$ cat src/hdl/bdpc_pkg.sv
// Shared types and constants for the button debounce press classifier.
// No dependencies.
`timescale 1ns / 1ps

package bdpc_pkg;

  localparam int TIME_WIDTH_DEF = 32;
  localparam int NOW_WIDTH      = 32;
  localparam int CFG_WIDTH      = 16;
  localparam int CFG_IDX_WIDTH  = 2;

  localparam logic [CFG_WIDTH-1:0] DEBOUNCE_RESET   = 16'd20;
  localparam logic [CFG_WIDTH-1:0] LONG_PRESS_RESET = 16'd1000;

  typedef enum logic [CFG_IDX_WIDTH-1:0] {
    CFG_PRESS_LEVEL     = 2'd0,
    CFG_DEBOUNCE_TIME   = 2'd1,
    CFG_LONG_PRESS_TIME = 2'd2
  } cfg_index_t;

  typedef enum logic [1:0] {
    EV_NONE  = 2'd0,
    EV_SHORT = 2'd1,
    EV_LONG  = 2'd2
  } press_event_t;

  typedef struct packed {
    logic                 pin_level;
    logic [NOW_WIDTH-1:0] now_ms;
  } sample_t;

  typedef struct packed {
    press_event_t press_event;
    logic         is_pressed;
  } result_t;

  typedef struct packed {
    logic                 press_level;
    logic [CFG_WIDTH-1:0] debounce_time;
    logic [CFG_WIDTH-1:0] long_press_time;
  } cfg_t;

endpackage

$ cat src/hdl/bdpc_cfg.sv
// Configuration register file of the press classifier.
// Depends on bdpc_pkg.
`timescale 1ns / 1ps

module bdpc_cfg import bdpc_pkg::*; (
  input  logic                     clk,
  input  logic                     rst,
  input  logic                     cfg_we,
  input  logic [CFG_IDX_WIDTH-1:0] cfg_index,
  input  logic [CFG_WIDTH-1:0]     cfg_data,
  output cfg_t                     cfg
);

  always_ff @(posedge clk) begin
    if (rst) begin
      cfg.press_level     <= 1'b0;
      cfg.debounce_time   <= DEBOUNCE_RESET;
      cfg.long_press_time <= LONG_PRESS_RESET;
    end else if (cfg_we) begin
      unique case (cfg_index_t'(cfg_index))
        CFG_PRESS_LEVEL:     cfg.press_level     <= cfg_data[0];
        CFG_DEBOUNCE_TIME:   cfg.debounce_time   <= cfg_data;
        CFG_LONG_PRESS_TIME: cfg.long_press_time <= cfg_data;
        default: ;  // unmapped index: ignored
      endcase
    end
  end

endmodule

$ cat src/hdl/bdpc_core.sv
// Debounce and press state with its one-pass update logic.
// Depends on bdpc_pkg.
`timescale 1ns / 1ps

module bdpc_core import bdpc_pkg::*; #(
  parameter int TIME_WIDTH = TIME_WIDTH_DEF
) (
  input  logic    clk,
  input  logic    rst,
  input  logic    advance,   // commit the held word
  input  sample_t word,
  input  cfg_t    cfg,
  output result_t res
);

  localparam int CUT_WIDTH = (TIME_WIDTH > NOW_WIDTH) ? NOW_WIDTH : TIME_WIDTH;
  localparam int CMP_WIDTH = (TIME_WIDTH > CFG_WIDTH) ? TIME_WIDTH : CFG_WIDTH;

  logic                  last_raw, last_raw_next;
  logic                  debounced_level, debounced_level_next;
  logic [TIME_WIDTH-1:0] change_time, change_time_next;
  logic [TIME_WIDTH-1:0] press_start, press_start_next;
  logic                  pressed_flag, pressed_flag_next;
  logic                  long_done, long_done_next;

  logic [TIME_WIDTH-1:0] now_t;
  logic [TIME_WIDTH-1:0] held_time;
  logic [TIME_WIDTH-1:0] press_time;
  logic                  settled;
  press_event_t          ev;

  assign now_t = TIME_WIDTH'(word.now_ms[CUT_WIDTH-1:0]);

  always_comb begin
    last_raw_next        = word.pin_level;
    change_time_next     = (word.pin_level != last_raw) ? now_t : change_time;
    debounced_level_next = debounced_level;
    press_start_next     = press_start;
    pressed_flag_next    = pressed_flag;
    long_done_next       = long_done;
    ev                   = EV_NONE;

    held_time = now_t - change_time_next;
    settled   = CMP_WIDTH'(held_time) >= CMP_WIDTH'(cfg.debounce_time);

    if (settled && (word.pin_level != debounced_level)) begin
      debounced_level_next = word.pin_level;
      if (word.pin_level == cfg.press_level) begin
        pressed_flag_next = 1'b1;
        press_start_next  = now_t;
        long_done_next    = 1'b0;
      end else begin
        if (pressed_flag && !long_done) begin
          ev = EV_SHORT;
        end
        pressed_flag_next = 1'b0;
      end
    end

    press_time = now_t - press_start_next;
    if (settled && pressed_flag_next && !long_done_next &&
        (CMP_WIDTH'(press_time) >= CMP_WIDTH'(cfg.long_press_time))) begin
      long_done_next = 1'b1;
      ev             = EV_LONG;
    end

    res.press_event = ev;
    res.is_pressed  = pressed_flag_next;
  end

  always_ff @(posedge clk) begin
    if (rst) begin
      last_raw        <= 1'b0;
      debounced_level <= 1'b0;
      change_time     <= '0;
      press_start     <= '0;
      pressed_flag    <= 1'b0;
      long_done       <= 1'b0;
    end else if (advance) begin
      last_raw        <= last_raw_next;
      debounced_level <= debounced_level_next;
      change_time     <= change_time_next;
      press_start     <= press_start_next;
      pressed_flag    <= pressed_flag_next;
      long_done       <= long_done_next;
    end
  end

endmodule

$ cat src/hdl/bdpc_out.sv
// Result output register with valid/stall handshake.
// Depends on bdpc_pkg.
`timescale 1ns / 1ps

module bdpc_out import bdpc_pkg::*; (
  input  logic    clk,
  input  logic    rst,
  input  logic    load,
  input  result_t res,
  output logic    room,
  input  logic    result_stall,
  output logic    result_valid,
  output result_t result
);

  assign room = !result_valid || !result_stall;

  always_ff @(posedge clk) begin
    if (rst) begin
      result_valid <= 1'b0;
    end else if (room) begin
      result_valid <= load;
    end
  end

  always_ff @(posedge clk) begin
    if (room && load) begin
      result <= res;
    end
  end

endmodule

$ cat src/hdl/button_debounce_press_classifier.sv
// Button debounce and short/long press classifier, top level.
// Depends on bdpc_pkg, bdpc_cfg, bdpc_core and bdpc_out.
//
// Usage:
//   sample channel (sample_valid / sample_stall / sample): one word per raw
//   pin sample, carrying the raw level and a wrapping millisecond timestamp.
//   result channel (result_valid / result_stall / result): exactly one word
//   per sample, the press event (none, short, long) and the debounced
//   pressed flag after that sample.
//   cfg port: cfg_we writes cfg_data to the register at cfg_index (active
//   level, debounce time, long press time). Unmapped indexes are dropped.
//   Write only while no sample is in flight.
// Timing:
//   A held sample moves into the result register once that register has
//   room. One word per cycle sustained while result_stall is low; the
//   per-sample update is a couple of timestamp subtracts and compares
//   between the two registers; press state commits as the result loads.
// Reset (rst, synchronous): both stages empty, state released with all
//   times zero, registers at active level 0, 20 ms debounce, 1000 ms long.
// Stall: while result_stall holds a full result register, the input
//   register cannot drain, so sample_stall rises once it is also full.
//   Nothing is dropped or repeated.
`timescale 1ns / 1ps

module button_debounce_press_classifier import bdpc_pkg::*; #(
  parameter int TIME_WIDTH = TIME_WIDTH_DEF
) (
  input  logic                     clk,
  input  logic                     rst,
  input  logic                     sample_valid,
  output logic                     sample_stall,
  input  sample_t                  sample,
  output logic                     result_valid,
  input  logic                     result_stall,
  output result_t                  result,
  input  logic                     cfg_we,
  input  logic [CFG_IDX_WIDTH-1:0] cfg_index,
  input  logic [CFG_WIDTH-1:0]     cfg_data
);

  cfg_t    cfg;
  sample_t held;        // input register payload
  logic    held_valid;
  logic    room;        // result register can take a word this cycle
  logic    advance;     // held word moves into the result register
  result_t res;

  assign advance      = held_valid && room;
  assign sample_stall = held_valid && !room;

  // input register: refills in the same cycle it drains
  always_ff @(posedge clk) begin
    if (rst) begin
      held_valid <= 1'b0;
    end else if (!sample_stall) begin
      held_valid <= sample_valid;
    end
  end

  always_ff @(posedge clk) begin
    if (sample_valid && !sample_stall) begin
      held <= sample;
    end
  end

  bdpc_cfg u_cfg (
    .clk       (clk),
    .rst       (rst),
    .cfg_we    (cfg_we),
    .cfg_index (cfg_index),
    .cfg_data  (cfg_data),
    .cfg       (cfg)
  );

  bdpc_core #(
    .TIME_WIDTH (TIME_WIDTH)
  ) u_core (
    .clk     (clk),
    .rst     (rst),
    .advance (advance),
    .word    (held),
    .cfg     (cfg),
    .res     (res)
  );

  bdpc_out u_out (
    .clk          (clk),
    .rst          (rst),
    .load         (advance),
    .res          (res),
    .room         (room),
    .result_stall (result_stall),
    .result_valid (result_valid),
    .result       (result)
  );

endmodule

$ cat config.mk
export PLATFORM = sky130hd
export DESIGN_NAME = button_debounce_press_classifier
export DESIGN_NICKNAME = d
export VERILOG_FILES = /design/src/hdl/bdpc_pkg.sv /design/src/hdl/bdpc_cfg.sv /design/src/hdl/bdpc_core.sv /design/src/hdl/bdpc_out.sv /design/src/hdl/button_debounce_press_classifier.sv
export SDC_FILE = /design/constraint.sdc
export NUM_CORES = 1
export LEC_CHECK = 0
export BUFFER_PORTS_ARGS = -buffer_cell sky130_fd_sc_hd__clkbuf_2
export CORE_MARGIN = 5
export CORE_UTILIZATION = 55
export CTS_BUF_LIST = sky130_fd_sc_hd__clkbuf_16
export DETAILED_ROUTE_END_ITERATION = 6
export PLACE_DENSITY = 0.73
export REMOVE_ABC_BUFFERS = 1
export SLEW_MARGIN = 40
export SYNTH_ARGS = -nofsm -noshare
export SYNTH_HDL_FRONTEND = slang
export SYNTH_SLANG_ARGS = --single-unit
$ cat constraint.sdc
create_clock -name clk -period 22.1 [get_ports clk]
set_input_delay 2.21 -clock clk [delete_from_list [all_inputs] [get_ports clk]]
set_output_delay 2.21 -clock clk [all_outputs]
set_load 0.05 [all_outputs]
Word-level counts from Yosys, hierarchy flattened. Index checks and enable logic that the tools add are counted.

Input port bits: 56. Register bits after elaboration: 139. Output and inout port bits: 5.

Mux-type cells: 11. Add/sub/neg operators: 2. Bitwise logic cells: 1. Reduce and logical (&&, ||, !) cells: 22. Equal/unequal tests: 5. $lt $le $gt $ge: 2.

Operators by type and width (count): $mux 32 (3); $ge 32x16->1 (2); $sub 32x32->32 (2); $logic_and 1x1->1 (9); $reduce_and 2->1 (4); $logic_not 1->1 (6); $mux 1 (6); $mux 2 (2); $reduce_or 3->1 (1); $eq 2x1->1 const B (1); $eq 2x2->1 const B (1); $logic_not 2->1 (1); $ne 1x1->1 (2); $eq 1x1->1 (1); $logic_or 1x1->1 (1); $not 1->1 (1).

Logic depth before layout (Yosys ltp).
Word-level depth: 10. Gate-level depth with buffers: 58.

Cells and area by module. A second synthesis with hierarchy kept.

Cells, all modules: 1372. Area total of the unflattened synthesis: 11222.0 µm².

Modules (own cells, without submodules): bdpc_core (sequential area each 1361.3 µm², area each 8642.0 µm², instances 1, cells each 1189); bdpc_cfg (sequential area each 660.6 µm², area each 1403.8 µm², instances 1, cells each 137); button_debounce_press_classifier (sequential area each 1011.0 µm², area each 1047.3 µm², instances 1, cells each 38); bdpc_out (sequential area each 110.1 µm², area each 128.9 µm², instances 1, cells each 8).

Worst setup path after synthesis. No wires, ideal clock.

Kind: register to register. Start: register held[32] (netlist bit). End: register u_out.result[2] (netlist name). Stages on the path, launching flop included: 54. Data arrival time: 10884 ps. Clock period less this slack: 11144 ps. Setup slack: 10956 ps. Required time: 21840 ps. Cells stage by stage: edfxtp_1 -> xor2_2 -> buf_4 -> buf_2 -> buf_1 -> clkbuf_1 -> mux2i_1 -> ha_1 -> a21o_1 -> a21o_1 -> a31oi_1 -> nand2b_1 -> xor2_1 -> ha_1 -> a21oi_1 -> o21ai_0 -> a21oi_1 -> o311ai_0 -> [18 not listed] -> o21ai_0 -> a31oi_1 -> a211oi_1 -> o221a_2 -> o21bai_1 -> a21oi_1 -> xnor2_1 -> ha_1 -> nor2b_1 -> o21ai_0 -> nand4_1 -> or4_1 -> nor4_1 -> nand3_1 -> nor4_1 -> nand4_1 -> nor4_1 -> nor2_1.

Cells in the longest elaborated chain, start to end: 9. Elaborated cells on any way between the ends: 20.

RTL lines: start: declaration (line button_debounce_press_classifier.sv:42) `sample_t held;`; start signal: assignment (line button_debounce_press_classifier.sv:62) `held <= sample;`; $ne 1x1->1 (line bdpc_core.sv:36) `change_time_next = (word.pin_level != last_raw) ? now_t : change_time;`; $mux 32 (line bdpc_core.sv:36); $sub 32x32->32 (line bdpc_core.sv:43) `held_time = now_t - change_time_next;`; $ge 32x16->1 (line bdpc_core.sv:44) `settled = CMP_WIDTH'(held_time) >= CMP_WIDTH'(cfg.debounce_time);`; $logic_and 1x1->1 (line bdpc_core.sv:46) `if (settled && (word.pin_level != debounced_level)) begin`; $mux 32 or $mux 1 (tied branches) (line bdpc_core.sv:46); $sub 32x32->32, or another cell as far along (line bdpc_core.sv:60) `press_time = now_t - press_start_next;`; $ge 32x16->1 or $logic_and 1x1->1 (tied branches) (line bdpc_core.sv:62, bdpc_core.sv:61); $logic_and 1x1->1 (line bdpc_core.sv:61) `if (settled && pressed_flag_next && !long_done_next &&`.

Several ways; a longest one is shown, not always the timed one. A chain may end at the register's enable or synchronous reset.

Worst setup path after layout.
Start: register held[32] (netlist bit). End: register u_out.result[2] (netlist name).

Cells in the longest elaborated chain, start to end: 9. Elaborated cells on any way between the ends: 20.

RTL lines: $ne 1x1->1 (line bdpc_core.sv:36); $mux 32 (line bdpc_core.sv:36); via u_core.change_time_next[0] (line bdpc_core.sv:21) `logic [TIME_WIDTH-1:0] change_time, change_time_next;`; $sub 32x32->32 (line bdpc_core.sv:43); $ge 32x16->1 (line bdpc_core.sv:44); $logic_and 1x1->1 (line bdpc_core.sv:46); $mux 32 (line bdpc_core.sv:46); via u_core.press_start_next[0] (line bdpc_core.sv:22) `logic [TIME_WIDTH-1:0] press_start, press_start_next;`; $sub 32x32->32 (line bdpc_core.sv:60); $ge 32x16->1 (line bdpc_core.sv:62) `(CMP_WIDTH'(press_time) >= CMP_WIDTH'(cfg.long_press_time))) begin`; $logic_and 1x1->1 (line bdpc_core.sv:61).

The timed path passes the listed nets, and every way through them passes these cells.

==> impl_metrics.tcl <==
set metrics [dict create \
    finalSetupViolCount 0 \
    wl_per_cell_um 18.4 \
    drt-pass1-iter-count 5 \
    whs_ps 456 \
    drtIter0Drc 983 \
    fin_util_pct 60.6 \
    dp.cells 1653 \
    port_buffers 60 \
    worst-setup-path-type "register to register" \
    r2r-end "u_out.result[2]" \
    yosysWarnings 0 \
    slowest_delay_ps 580 \
    setup_ws_ps 10100 \
    tns_ps 0 \
    yosysTopAreaCellShare_pct 18.6 \
    finalMaxSlewViolations 0 \
    cts_tree "done" \
    critPathMostFrequentCell "o21ai_0" \
    r2r_cells 52 \
    ctsHoldBuffers 0 \
    r2r_slack_ps 10100 \
    worstPathMaxFanout 51 \
    synth_common_cells "nand2_1 (202), a21oi_1 (134), nor2_1 (123), dfxtp_1 (103), ha_1 (81)" \
    grt_use_met2_pct 40.5 \
    use_met3_pct 3.56 \
    grt_busiest_layer "met2" \
    grtUsageTotal_pct 25.8 \
    synth_flop_cell "dfxtp_1" \
    fmax_mhz 83.3 \
    skew_ps 14.1 \
    synthDistinctLibCells 105 \
    wirelength_um 31100 \
    finalHoldViolCount 0 \
    hpwl_um 23700 \
    clk_latency_ps 430 \
    n_antenna_cell 0 \
    netlist_area_sq_um 11100 \
    die-height_um 152 \
    r2r_start "held[32]" \
    rsz0062_at_grt "no" \
    layout-area-overhead-vs-synth_pct 9.56 \
    tightestPinTransition_ps 836 \
    drc 0 \
    fin_area_sq_um 12100 \
    fp.dieArea_sq_um 23100 \
    hold_path.class "register to register" \
    leakagePower_nw 4.89 \
    cts-buffers-inserted 17 \
    crit_path_top_delay_cell "buf_4" \
    peakVddDrop_uv 58.7 \
    path_delay_family "compound AO/OA/AOI/OAI gates" \
    cp-end-kind "register" \
    cp.buffers_inverters 3 \
    nets 1540 \
    yosys_register_bits 139 \
    ys_seq_area_share_pct 28.4 \
    core_sq_um 20000 \
    post_cts_buffers 0 \
    nFillCells 1895 \
    whs_path_depth 2 \
    grt_pass1_vias 9637 \
    vias 10400 \
    antenna_found_initial 0 \
    finalNonFillerCells 1685 \
    cts_num_sinks 139 \
    h-tree-depth 4 \
    synth.avg_cell_area_sq_um 8.02 \
    drv_cap 0 \
    gp_congestion 0.988 \
    powerDensity_nw_per_um2 70.9 \
    die_w_um 152 \
    grt_pass1_wl_um 49500 \
    met1_usage_pct 36.7 \
    start_util_pct 55.3 \
    grt_overflow_total 0 \
    holdPathEnd "u_core.change_time[23]" \
    clockBufferDepth 2 \
    placementRows 52 \
    root_buffer "clkbuf_16" \
    period_needed_ps 12000 \
    synthTopCellsByArea "dfxtp_1 (19%), edfxtp_1 (9.8%), ha_1 (9.1%), nand2_1 (6.8%), a21oi_1 (6.1%)" \
    clkTransAtPathRegs_ps 70 \
    cts.repair.resized 0 \
    final.period_utilization_pct 54.3 \
    ios 61 \
    placed_area_sq_um 11500 \
    pre_cts_ws_ps 10370 \
    yosysMostFrequentCell "nand2_1" \
    synth_area_leader_cell "dfxtp_1" \
    status "finished clean" \
    drive_above_1_share_pct 11.3 \
    crit_arrival_ps 12180 \
    max-slew-margin-rel_pct 42.8 \
    async_flop_share_pct 0 \
    power_uw 861 \
    start_kind "register" \
    crit_required_ps 22280 \
    hp-start "u_core.change_time[23]" \
    syn_inst 1382 \
    synth_edf_count 36 \
    vias_per_cell 6.19 \
    ant_nets 0 \
    grt_max_degree 87 \
]
-- cells by family (layout without fill, tap and decap cells) --
| group | Yosys count | count (layout) | synth area share (%) |
|---|---|---|---|
| buffers and inverters | 124 | 157 | 4.44 |
| AOI/OAI and AO/OA | 410 | 410 | 25.8 |
| and+or+nand+nor | 526 | 526 | 23.1 |
| muxes | 54 | 54 | 4.96 |
| xor gates and xnor gates | 46 | 46 | 3.98 |
| DFF | 139 | 139 | 28.4 |
| adders and majority gates | 83 | 83 | 9.42 |
-- per-layer routing --
metal | part of all wire, % | vias to the layer above
li1 | - | 5083
met1 | 47 | 4967
met2 | 45 | 337
met3 | 6.0 | 48
met4 | 2.5 | 0
met5 | 0 | -
-- state kept, by name, indices dropped and copies added, names as in the netlist --
name,cells
held,33
u_out.result,3
u_core.debounced_level,1
u_out.result_valid,1
u_core.change_time,32
held_valid,1
u_core.pressed_flag,1
u_core.press_start,32
u_core.long_done,1
u_core.last_raw,1
u_cfg.cfg,33
-- report_power, final --
group	leakage (nW)	internal (mW)	switching [mW]
sequential	1.19	0.274	0.0134
combinational	3.41	0.112	0.173
clock	0.293	0.166	0.123
-- final cells by class --
cell class,instances,area (sq um),area share [%]
multi-input cells,1119,7470,61.5
flip-flops and latches,139,3140,25.9
clock buffers,18,450,3.71
repair buffers,69,382,3.14
well taps,270,338,2.78
inverters,56,210,1.73
clock inverters,14,146,1.21
-- worst max-delay path by stage --
stage          startpoint         endpoint  slack (ps)  cells after the start
3_5_place_dp     held[32]  u_out.result[2]       10370                     52
3_3_place_gp     held[32]  u_out.result[2]       10760                     50
4_1_cts          held[32]  u_out.result[2]       10300                     52
5_1_grt          held[32]  u_out.result[2]        9070                     52
2_1_floorplan    held[32]  u_out.result[2]       10260                     46
6_report         held[32]  u_out.result[2]       10100                     52
-- cell usage in the layout (no fill, tap or decap), drive strengths merged, types with 5 or more instances in the layout --
master and instances:
mux2i 53, nand4 19, ha 81, buf 10, and3 7, o21a 15, a2111oi 5, or3 9
or2 8, a41oi 6, nand3 34, nor4 14, nand3b 5, xor2 14, o211ai 7, xnor2 32
nand2b 27, a211oi 43, inv 65, o31ai 5, a21o 36, nor2b 26, edfxtp 36, a21oi 136
nor3 25, o21ai 61, nand2 204, a211o 13, a221oi 8, o22ai 10, nor2 124, a31oi 11
o21bai 12, dfxtp 103, clkbuf 77
-- worst register-to-register path, delay by kind of cell, from the launching register on --
family,cells,cell delay [ps]
compound gates,20,4050
xor+xnor,3,510
fa+ha+maj,6,1570
buf+inv,3,1000
flops,1,550
simple gates,20,4070
(Power assumes the default switching activity.)
